==> config.mk <==
export PLATFORM = sky130hd
export DESIGN_NAME = nearest_palette_color_search_top
export DESIGN_NICKNAME = d
export VERILOG_FILES = /design/src/hdl/nps_pkg.sv /design/src/hdl/nps_front.sv /design/src/hdl/nps_queue.sv /design/src/hdl/nps_back.sv /design/src/hdl/nearest_palette_color_search_top.sv
export SDC_FILE = /design/constraint.sdc
export NUM_CORES = 2
export LEC_CHECK = 0
export BUFFER_PORTS_ARGS = -buffer_cell sky130_fd_sc_hd__buf_2
export CORE_ASPECT_RATIO = 0.7
export CORE_MARGIN = 2
export CORE_UTILIZATION = 35
export CTS_CLUSTER_DIAMETER = 150
export CTS_CLUSTER_SIZE = 28
export DETAILED_ROUTE_END_ITERATION = 7
export SYNTH_ARGS = -nofsm -noshare
export SYNTH_HDL_FRONTEND = slang
export SYNTH_SLANG_ARGS = --single-unit
export TNS_END_PERCENT = 30
==> constraint.sdc <==
create_clock -name clk -period 6.28 [get_ports clk]
set_input_delay 0.314 -clock clk [delete_from_list [all_inputs] [get_ports clk]]
set_output_delay 0.314 -clock clk [all_outputs]
set_load 0.02 [all_outputs]
==> src/hdl/nps_pkg.sv <==
// ----------------------------------------------------------------------------
// nps_pkg
// Shared types and codes of the nearest palette color search block.
// ----------------------------------------------------------------------------
package nps_pkg;

    localparam int PALETTE_ENTRIES_DEF = 64;
    localparam int QUEUE_DEPTH_DEF     = 2;

    localparam int COLOR_W = 24;
    localparam int CHAN_W  = 8;
    localparam int DIST_W  = 18;
    localparam int OIDX_W  = 6;

    // command codes on the input channel
    localparam logic [1:0] CMD_APPEND = 2'd0;
    localparam logic [1:0] CMD_QUERY  = 2'd1;
    localparam logic [1:0] CMD_CLEAR  = 2'd2;

    // status codes on the result channel
    localparam logic [1:0] ST_OK    = 2'd0;
    localparam logic [1:0] ST_FULL  = 2'd1;
    localparam logic [1:0] ST_EMPTY = 2'd2;

    typedef enum logic [1:0] {
        OP_APPEND,
        OP_QUERY,
        OP_CLEAR,
        OP_NOP
    } op_t;

    typedef struct packed {
        op_t                op;
        logic [COLOR_W-1:0] color;
    } cmd_item_t;

endpackage

==> src/hdl/nps_front.sv <==
// ----------------------------------------------------------------------------
// nps_front
// Input stage: takes items, decodes the command and holds one decoded item.
// ----------------------------------------------------------------------------
module nps_front (
    input  logic                    clk,
    input  logic                    rst_n,
    input  logic                    in_valid,
    output logic                    in_stall,
    input  logic [1:0]              cmd,
    input  logic [nps_pkg::COLOR_W-1:0] color,
    output logic                    push_valid,
    input  logic                    push_ready,
    output nps_pkg::cmd_item_t      push_item
);
    import nps_pkg::*;

    logic      valid_reg;
    cmd_item_t item_reg;
    op_t       op_dec;
    logic      take;

    always_comb
    begin
        case (cmd)
            CMD_APPEND: op_dec = OP_APPEND;
            CMD_QUERY:  op_dec = OP_QUERY;
            CMD_CLEAR:  op_dec = OP_CLEAR;
            default:    op_dec = OP_NOP;
        endcase
    end

    assign in_stall   = valid_reg && !push_ready;
    assign take       = in_valid && !in_stall;
    assign push_valid = valid_reg;
    assign push_item  = item_reg;

    always_ff @(posedge clk or negedge rst_n)
    begin
        if (!rst_n)
        begin
            valid_reg <= 1'b0;
        end
        else if (take)
        begin
            valid_reg <= 1'b1;
        end
        else if (push_ready)
        begin
            valid_reg <= 1'b0;
        end
    end

    always_ff @(posedge clk)
    begin
        if (take)
        begin
            item_reg.op    <= op_dec;
            item_reg.color <= color;
        end
    end

endmodule

==> src/hdl/nps_queue.sv <==
// ----------------------------------------------------------------------------
// nps_queue
// Short FIFO of decoded items between the front and the search engine.
// ----------------------------------------------------------------------------
module nps_queue #(
    parameter int DEPTH = nps_pkg::QUEUE_DEPTH_DEF
) (
    input  logic               clk,
    input  logic               rst_n,
    input  logic               push_valid,
    output logic               push_ready,
    input  nps_pkg::cmd_item_t push_item,
    output logic               pop_valid,
    input  logic               pop,
    output nps_pkg::cmd_item_t pop_item
);
    import nps_pkg::*;

    localparam int PTR_W = (DEPTH > 1) ? $clog2(DEPTH) : 1;
    localparam int CNT_W = $clog2(DEPTH + 1);

    cmd_item_t          slots [DEPTH];
    logic [PTR_W-1:0]   wr_ptr_reg;
    logic [PTR_W-1:0]   rd_ptr_reg;
    logic [CNT_W-1:0]   fill_reg;
    logic               do_push;
    logic               do_pop;

    assign push_ready = (fill_reg != CNT_W'(DEPTH));
    assign pop_valid  = (fill_reg != '0);
    assign pop_item   = slots[rd_ptr_reg];
    assign do_push    = push_valid && push_ready;
    assign do_pop     = pop && pop_valid;

    function automatic logic [PTR_W-1:0] ptr_inc(input logic [PTR_W-1:0] p);
        ptr_inc = (p == PTR_W'(DEPTH - 1)) ? '0 : p + PTR_W'(1);
    endfunction

    always_ff @(posedge clk or negedge rst_n)
    begin
        if (!rst_n)
        begin
            wr_ptr_reg <= '0;
            rd_ptr_reg <= '0;
            fill_reg   <= '0;
        end
        else
        begin
            if (do_push)
            begin
                wr_ptr_reg <= ptr_inc(wr_ptr_reg);
            end
            if (do_pop)
            begin
                rd_ptr_reg <= ptr_inc(rd_ptr_reg);
            end
            if (do_push && !do_pop)
            begin
                fill_reg <= fill_reg + CNT_W'(1);
            end
            else if (do_pop && !do_push)
            begin
                fill_reg <= fill_reg - CNT_W'(1);
            end
        end
    end

    always_ff @(posedge clk)
    begin
        if (do_push)
        begin
            slots[wr_ptr_reg] <= push_item;
        end
    end

endmodule

==> src/hdl/nps_back.sv <==
// ----------------------------------------------------------------------------
// nps_back
// Search engine: palette memory, append/clear handling and a pipelined
// nearest-color scan, one entry per cycle, with a result register.
// ----------------------------------------------------------------------------
module nps_back #(
    parameter int PALETTE_ENTRIES = nps_pkg::PALETTE_ENTRIES_DEF
) (
    input  logic                          clk,
    input  logic                          rst_n,
    input  logic                          q_valid,
    output logic                          q_pop,
    input  nps_pkg::cmd_item_t            q_item,
    output logic                          out_valid,
    input  logic                          out_stall,
    output logic [1:0]                    status,
    output logic [nps_pkg::OIDX_W-1:0]    entry_index,
    output logic [nps_pkg::COLOR_W-1:0]   match_color,
    output logic [nps_pkg::DIST_W-1:0]    distance,
    output logic                          exact
);
    import nps_pkg::*;

    localparam int IDX_W = (PALETTE_ENTRIES > 1) ? $clog2(PALETTE_ENTRIES) : 1;
    localparam int CNT_W = $clog2(PALETTE_ENTRIES + 1);
    localparam int EXT_W = (IDX_W > OIDX_W) ? IDX_W : OIDX_W;
    localparam int SQ_W  = 2 * CHAN_W;

    typedef enum logic {
        S_IDLE,
        S_SCAN
    } state_t;

    state_t              state_reg;
    logic [CNT_W-1:0]    count_reg;

    logic [COLOR_W-1:0]  palette_mem [PALETTE_ENTRIES];
    logic [COLOR_W-1:0]  rd_data_reg;

    // scan pipeline
    logic [COLOR_W-1:0]  query_color_reg;
    logic                issuing_reg;
    logic [IDX_W-1:0]    scan_idx_reg;
    logic                p1_valid_reg;
    logic                p1_last_reg;
    logic [IDX_W-1:0]    p1_idx_reg;
    logic                p2_valid_reg;
    logic                p2_last_reg;
    logic [IDX_W-1:0]    p2_idx_reg;
    logic [COLOR_W-1:0]  p2_color_reg;
    logic [SQ_W-1:0]     sq_r_reg;
    logic [SQ_W-1:0]     sq_g_reg;
    logic [SQ_W-1:0]     sq_b_reg;
    logic [DIST_W-1:0]   best_d_reg;
    logic [IDX_W-1:0]    best_idx_reg;
    logic [COLOR_W-1:0]  best_color_reg;

    // result register
    logic                out_valid_reg;
    logic [1:0]          status_reg;
    logic [OIDX_W-1:0]   entry_index_reg;
    logic [COLOR_W-1:0]  match_color_reg;
    logic [DIST_W-1:0]   distance_reg;
    logic                exact_reg;

    logic                out_free;
    logic                start;
    logic                room;
    logic                wr_en;
    logic                scan_last;
    logic [DIST_W-1:0]   p2_dist;
    logic                p2_better;
    logic [DIST_W-1:0]   fin_d;
    logic [IDX_W-1:0]    fin_idx;
    logic [COLOR_W-1:0]  fin_color;

    function automatic logic [OIDX_W-1:0] to_oidx(input logic [IDX_W-1:0] i);
        logic [EXT_W-1:0] w;
        w = EXT_W'(i);
        to_oidx = w[OIDX_W-1:0];
    endfunction

    function automatic logic [SQ_W-1:0] sq_diff(input logic [CHAN_W-1:0] a,
                                                input logic [CHAN_W-1:0] b);
        logic [CHAN_W-1:0] d;
        d = (a >= b) ? (a - b) : (b - a);
        sq_diff = SQ_W'(d) * SQ_W'(d);
    endfunction

    assign out_free  = !out_valid_reg || !out_stall;
    assign start     = (state_reg == S_IDLE) && q_valid && out_free;
    assign q_pop     = start;
    assign room      = (count_reg < CNT_W'(PALETTE_ENTRIES));
    assign wr_en     = start && (q_item.op == OP_APPEND) && room;
    assign scan_last = ((CNT_W'(scan_idx_reg) + CNT_W'(1)) == count_reg);

    assign p2_dist   = DIST_W'(sq_r_reg) + DIST_W'(sq_g_reg) + DIST_W'(sq_b_reg);
    assign p2_better = (p2_dist < best_d_reg);
    assign fin_d     = p2_better ? p2_dist : best_d_reg;
    assign fin_idx   = p2_better ? p2_idx_reg : best_idx_reg;
    assign fin_color = p2_better ? p2_color_reg : best_color_reg;

    // palette storage, one write and one registered read port
    always_ff @(posedge clk)
    begin
        if (wr_en)
        begin
            palette_mem[count_reg[IDX_W-1:0]] <= q_item.color;
        end
        if (issuing_reg)
        begin
            rd_data_reg <= palette_mem[scan_idx_reg];
        end
    end

    always_ff @(posedge clk or negedge rst_n)
    begin
        if (!rst_n)
        begin
            state_reg       <= S_IDLE;
            count_reg       <= '0;
            issuing_reg     <= 1'b0;
            scan_idx_reg    <= '0;
            p1_valid_reg    <= 1'b0;
            p1_last_reg     <= 1'b0;
            p1_idx_reg      <= '0;
            p2_valid_reg    <= 1'b0;
            p2_last_reg     <= 1'b0;
            p2_idx_reg      <= '0;
            p2_color_reg    <= '0;
            sq_r_reg        <= '0;
            sq_g_reg        <= '0;
            sq_b_reg        <= '0;
            query_color_reg <= '0;
            best_d_reg      <= '1;
            best_idx_reg    <= '0;
            best_color_reg  <= '0;
            out_valid_reg   <= 1'b0;
            status_reg      <= ST_OK;
            entry_index_reg <= '0;
            match_color_reg <= '0;
            distance_reg    <= '0;
            exact_reg       <= 1'b0;
        end
        else
        begin
            if (out_valid_reg && !out_stall)
            begin
                out_valid_reg <= 1'b0;
            end

            // pipeline: read -> squares -> sum and compare
            p1_valid_reg <= issuing_reg;
            p1_last_reg  <= issuing_reg && scan_last;
            p1_idx_reg   <= scan_idx_reg;
            p2_valid_reg <= p1_valid_reg;
            p2_last_reg  <= p1_last_reg;
            p2_idx_reg   <= p1_idx_reg;
            p2_color_reg <= rd_data_reg;
            sq_r_reg     <= sq_diff(query_color_reg[23:16], rd_data_reg[23:16]);
            sq_g_reg     <= sq_diff(query_color_reg[15:8], rd_data_reg[15:8]);
            sq_b_reg     <= sq_diff(query_color_reg[7:0], rd_data_reg[7:0]);

            case (state_reg)
                S_IDLE:
                begin
                    if (start)
                    begin
                        out_valid_reg   <= 1'b1;
                        status_reg      <= ST_OK;
                        entry_index_reg <= '0;
                        match_color_reg <= '0;
                        distance_reg    <= '0;
                        exact_reg       <= 1'b0;
                        case (q_item.op)
                            OP_APPEND:
                            begin
                                if (room)
                                begin
                                    entry_index_reg <= to_oidx(count_reg[IDX_W-1:0]);
                                    match_color_reg <= q_item.color;
                                    count_reg       <= count_reg + CNT_W'(1);
                                end
                                else
                                begin
                                    status_reg <= ST_FULL;
                                end
                            end
                            OP_QUERY:
                            begin
                                if (count_reg == '0)
                                begin
                                    status_reg <= ST_EMPTY;
                                end
                                else
                                begin
                                    // result comes at the end of the scan
                                    out_valid_reg   <= 1'b0;
                                    state_reg       <= S_SCAN;
                                    query_color_reg <= q_item.color;
                                    issuing_reg     <= 1'b1;
                                    scan_idx_reg    <= '0;
                                    best_d_reg      <= '1;
                                    best_idx_reg    <= '0;
                                    best_color_reg  <= '0;
                                end
                            end
                            OP_CLEAR:
                            begin
                                count_reg <= '0;
                            end
                            default:
                            begin
                            end
                        endcase
                    end
                end
                S_SCAN:
                begin
                    if (issuing_reg)
                    begin
                        scan_idx_reg <= scan_idx_reg + IDX_W'(1);
                        if (scan_last)
                        begin
                            issuing_reg <= 1'b0;
                        end
                    end
                    if (p2_valid_reg)
                    begin
                        best_d_reg     <= fin_d;
                        best_idx_reg   <= fin_idx;
                        best_color_reg <= fin_color;
                        if (p2_last_reg)
                        begin
                            // output slot was free at start and nothing else loads it
                            state_reg       <= S_IDLE;
                            out_valid_reg   <= 1'b1;
                            status_reg      <= ST_OK;
                            entry_index_reg <= to_oidx(fin_idx);
                            match_color_reg <= fin_color;
                            distance_reg    <= fin_d;
                            exact_reg       <= (fin_d == '0);
                        end
                    end
                end
                default:
                begin
                    state_reg <= S_IDLE;
                end
            endcase
        end
    end

    assign out_valid   = out_valid_reg;
    assign status      = status_reg;
    assign entry_index = entry_index_reg;
    assign match_color = match_color_reg;
    assign distance    = distance_reg;
    assign exact       = exact_reg;

endmodule

==> src/hdl/nearest_palette_color_search_top.sv <==
// ----------------------------------------------------------------------------
// nearest_palette_color_search_top
// Palette of packed RGB colors with append, clear and nearest-color query.
// ----------------------------------------------------------------------------
// Usage:
//   Input channel (in_valid/in_stall) carries one item: cmd and color.
//   cmd 0 appends color to the palette, 1 queries the nearest stored color
//   (squared RGB distance, earliest entry wins ties), 2 clears the palette,
//   3 does nothing. Every item yields exactly one result item on the output
//   channel (out_valid/out_stall): status, entry_index, match_color,
//   distance, exact.
//   The scan reads the palette memory one entry per cycle through a single
//   read port, and the engine starts no new item until a query's scan ends;
//   append, clear and no-op need no scan.
//   A two-entry queue sits between the input stage and the engine, so the
//   input keeps taking items while a query scans, until the queue fills.
//   Reset empties the palette (entry count zero) and drops all items in
//   flight. A stalled result holds in the output register; the engine does
//   not start the next item until that register is free.
// ----------------------------------------------------------------------------
module nearest_palette_color_search_top #(
    parameter int PALETTE_ENTRIES = nps_pkg::PALETTE_ENTRIES_DEF,
    parameter int QUEUE_DEPTH     = nps_pkg::QUEUE_DEPTH_DEF
) (
    input  logic                          clk,
    input  logic                          rst_n,
    input  logic                          in_valid,
    output logic                          in_stall,
    input  logic [1:0]                    cmd,
    input  logic [nps_pkg::COLOR_W-1:0]   color,
    output logic                          out_valid,
    input  logic                          out_stall,
    output logic [1:0]                    status,
    output logic [nps_pkg::OIDX_W-1:0]    entry_index,
    output logic [nps_pkg::COLOR_W-1:0]   match_color,
    output logic [nps_pkg::DIST_W-1:0]    distance,
    output logic                          exact
);
    import nps_pkg::*;

    // front -> queue
    logic      push_valid;
    logic      push_ready;
    cmd_item_t push_item;

    // queue -> engine
    logic      q_valid;
    logic      q_pop;
    cmd_item_t q_item;

    // input stage: decodes the command, holds one item
    nps_front u_front (
        .clk        (clk),
        .rst_n      (rst_n),
        .in_valid   (in_valid),
        .in_stall   (in_stall),
        .cmd        (cmd),
        .color      (color),
        .push_valid (push_valid),
        .push_ready (push_ready),
        .push_item  (push_item)
    );

    nps_queue #(
        .DEPTH (QUEUE_DEPTH)
    ) u_queue (
        .clk        (clk),
        .rst_n      (rst_n),
        .push_valid (push_valid),
        .push_ready (push_ready),
        .push_item  (push_item),
        .pop_valid  (q_valid),
        .pop        (q_pop),
        .pop_item   (q_item)
    );

    // engine: palette memory, scan pipeline, result register
    nps_back #(
        .PALETTE_ENTRIES (PALETTE_ENTRIES)
    ) u_back (
        .clk         (clk),
        .rst_n       (rst_n),
        .q_valid     (q_valid),
        .q_pop       (q_pop),
        .q_item      (q_item),
        .out_valid   (out_valid),
        .out_stall   (out_stall),
        .status      (status),
        .entry_index (entry_index),
        .match_color (match_color),
        .distance    (distance),
        .exact       (exact)
    );

endmodule

==> impl_metrics.tcl <==
set metrics [dict create \
    ys_warn_count 0 \
    cts_root_buf "clkbuf_16" \
    crit_top_cell "fa_1" \
    ys_seq_elements 1867 \
    slowest_delay_ns 0.58 \
    clock-sinks 1867 \
    worstSkewPairLatency_ns 0.75 \
    routed-via-count 44198 \
    drive_gt1_frac 0.1914 \
    startpoint_type "flip-flop" \
    place_inst 7994 \
    ant_nets 0 \
    p_per_area_mw_per_mm2 246.0 \
    synthArstFlopShare 0.1227 \
    clockBufferDepth 3 \
    skew_ns 0.05039 \
    gp_congestion 0.8381 \
    syn_nets 5233 \
    crit_start "u_back.query_color_reg[8]" \
    first_iter_violations 5312 \
    fin_crit_sh 0.9617 \
    initial_core_util 0.3527 \
    period_minus_slack_ns 6.039 \
    max_clock_freq_mhz 165.6 \
    numCtsBuffers 76 \
    cts.clk_slew.worst_paths_ns 0.13 \
    grt_pass1_vias 43030 \
    dieHeight_um 403.7 \
    die_x_um 575.0 \
    slew_viol_final 0 \
    avgSynthCellArea_um2 16.20 \
    first_pass_iters 6 \
    synth.distinct_cells 83 \
    crit_arrival_ns 6.68 \
    maxCapViolCount 0 \
    area_growth_pct 10.40 \
    crit_type "flip-flop to flip-flop" \
    path_max_fanout 8 \
    timing.critical_path.buf_inv 6 \
    synth-seq-area-share 0.6877 \
    hold_violations 0 \
    rsz0062_at_grt "yes" \
    fillers 20739 \
    largest_reg_flops 1536 \
    netlist_area_mm2 0.07989 \
    status "finished clean" \
    max-slew-margin-rel 0.2129 \
    leakagePower_nw 31.86 \
    vias_per_cell 5.414 \
    io_pins 83 \
    core_area_mm2 0.2265 \
    grt_usage 0.1778 \
    grt_max_degree 145 \
    hp-class "input pin to async pin" \
    rows 146 \
    worst_pin_slew_ns 1.178 \
    grt_pass1_wl_um 303600 \
    wl_per_cell_um 25.84 \
    final_cells 8164 \
    drt-total-wl_um 211000 \
    final_cell_mix "1638 x edfxtp_1, 335 x mux2i_1, 286 x a21oi_1, 217 x o21ai_0" \
    port_buffers 82 \
    crit_path_end_kind "flip-flop" \
    crit_family "adder cells" \
    critPathSlowestCell "fa_1" \
    crit-reg2reg-launch "u_back.query_color_reg[8]" \
    cts_max_level 3 \
    whs_ns 0.1548 \
    antenna_found_initial 8 \
    cp.required_ns 6.92 \
    yosys_most_used_dff "edfxtp_1" \
    finalSetupViolCount 0 \
    drc 0 \
    netlist_instances 4932 \
    grt_overflow 0 \
    dp_hpwl_um 125400 \
    layout_commonest_cell "edfxtp_1" \
    die_area_mm2 0.2322 \
    peakVddDrop_mv 0.2284 \
    cts_tree "built" \
    synth_edf_count 1638 \
    final_nets 5399 \
]
-- repair_timing --
| item | CTS | global route |
|---|---|---|
| hold buffers | 29 | 0 |
| endpoints found under the hold margin | 113 | 0 |
| setup endpoints to repair | 5 | 19 |
| pin swaps | 3 | 46 |
| gates resized for setup | 8 | 122 |
| buffers inserted | 0 | 31 |
-- metrics by stage --
stage                TNS, ns  total power [mW]  worst slack, ns  instance area (µm²)    util
floorplan                  0             15.14           0.1479                79890       -
global placement           0             15.84           0.1152                85010  0.3753
detailed placement   -0.1186             15.92         -0.06304                85010  0.3753
CTS                 -0.01770             21.85         -0.01770                87440  0.3860
global route         -0.1364             22.33         -0.04734                88190  0.3893
finish                     0             21.69           0.2407                88200  0.3894
-- cells in the mapped netlist, types with 9 or more instances --
master | instances | area [µm²]
o211ai_1 | 16 | 120.1
a21oi_1 | 302 | 1511
o21a_1 | 16 | 120.1
nor3_1 | 43 | 215.2
buf_1 | 25 | 93.84
mux4_2 | 216 | 4865
ha_1 | 189 | 2365
o21bai_1 | 13 | 97.59
nor4_1 | 11 | 68.82
o21ai_0 | 228 | 1141
and3_1 | 15 | 93.84
a31oi_1 | 14 | 87.58
fa_1 | 82 | 1642
mux2i_1 | 335 | 3353
nand2_1 | 219 | 822.0
nor2b_1 | 12 | 75.07
o22ai_1 | 97 | 606.8
o221ai_1 | 97 | 849.6
nor2_1 | 235 | 882.1
mux2_2 | 155 | 1745
xor2_1 | 26 | 227.7
a21o_1 | 34 | 255.2
or2_2 | 10 | 62.56
inv_1 | 197 | 739.5
nand3_1 | 43 | 215.2
or3_1 | 12 | 75.07
edfxtp_1 | 1638 | 49190
nand4_1 | 13 | 81.33
and2_1 | 14 | 87.58
nand3b_1 | 9 | 67.56
xnor2_1 | 63 | 551.8
dfrtp_1 | 211 | 5280
buf_2 | 64 | 320.3
clkbuf_1 | 152 | 570.6
dfstp_2 | 18 | 473.0
-- final cells by class --
class / instances / area (µm²) / area share
Multi-Input combinational cell: 2626 / 24080 / 0.2730
Clock buffer: 100 / 2034 / 0.02307
Inverter: 198 / 743.2 / 0.008426
Timing Repair Buffer: 329 / 2510 / 0.02846
Antenna cell: 5 / 12.51 / 0.0001419
Clock inverter: 5 / 68.82 / 0.0007802
Sequential cell: 1867 / 54960 / 0.6231
Tap cell: 3034 / 3796 / 0.04304
-- final timing paths --
path                       slack (ns)  cells after the start                      to
max                              0.24                     26     u_back.sq_g_reg[15]
min                              0.15                      2      u_back.sq_r_reg[3]
max reg2reg                      0.24                     26     u_back.sq_g_reg[15]
min reg2reg                      0.36                      0    u_back.p2_idx_reg[1]
max in group asynchronous        4.77                      3  u_back.match_color[18]
min in group clk                 0.28                      2   u_front.push_item[15]
-- where the power goes --
| group | switching, mW | internal (mW) |
|---|---|---|
| registers | 0.0522 | 14.3 |
| logic | 1.13 | 0.134 |
| clock network | 3.72 | 2.32 |
| total | 4.90 | 16.8 |
-- routing by layer --
| layer | track usage | wire [µm] |
|---|---|---|
| met2 | 0.2666 | 92220 |
| met5 | 0 | 13 |
| met1 | 0.2751 | 100300 |
| met3 | 0.03030 | 15770 |
| met4 | 0.02498 | 2695 |
-- cells by family (layout without fill, tap and decap cells) --
kind of cell,after synthesis,count (layout),share of synthesized area
simple gates,668,668,0.03763
fa+ha+maj,271,271,0.05015
mux,706,706,0.1247
xor+xnor,89,89,0.009757
buf+inv,439,632,0.02163
flops,1867,1867,0.6877
other cells,0,5,0
compound gates,892,892,0.06845
No activity file was read; power rests on OpenSTA's default activity.
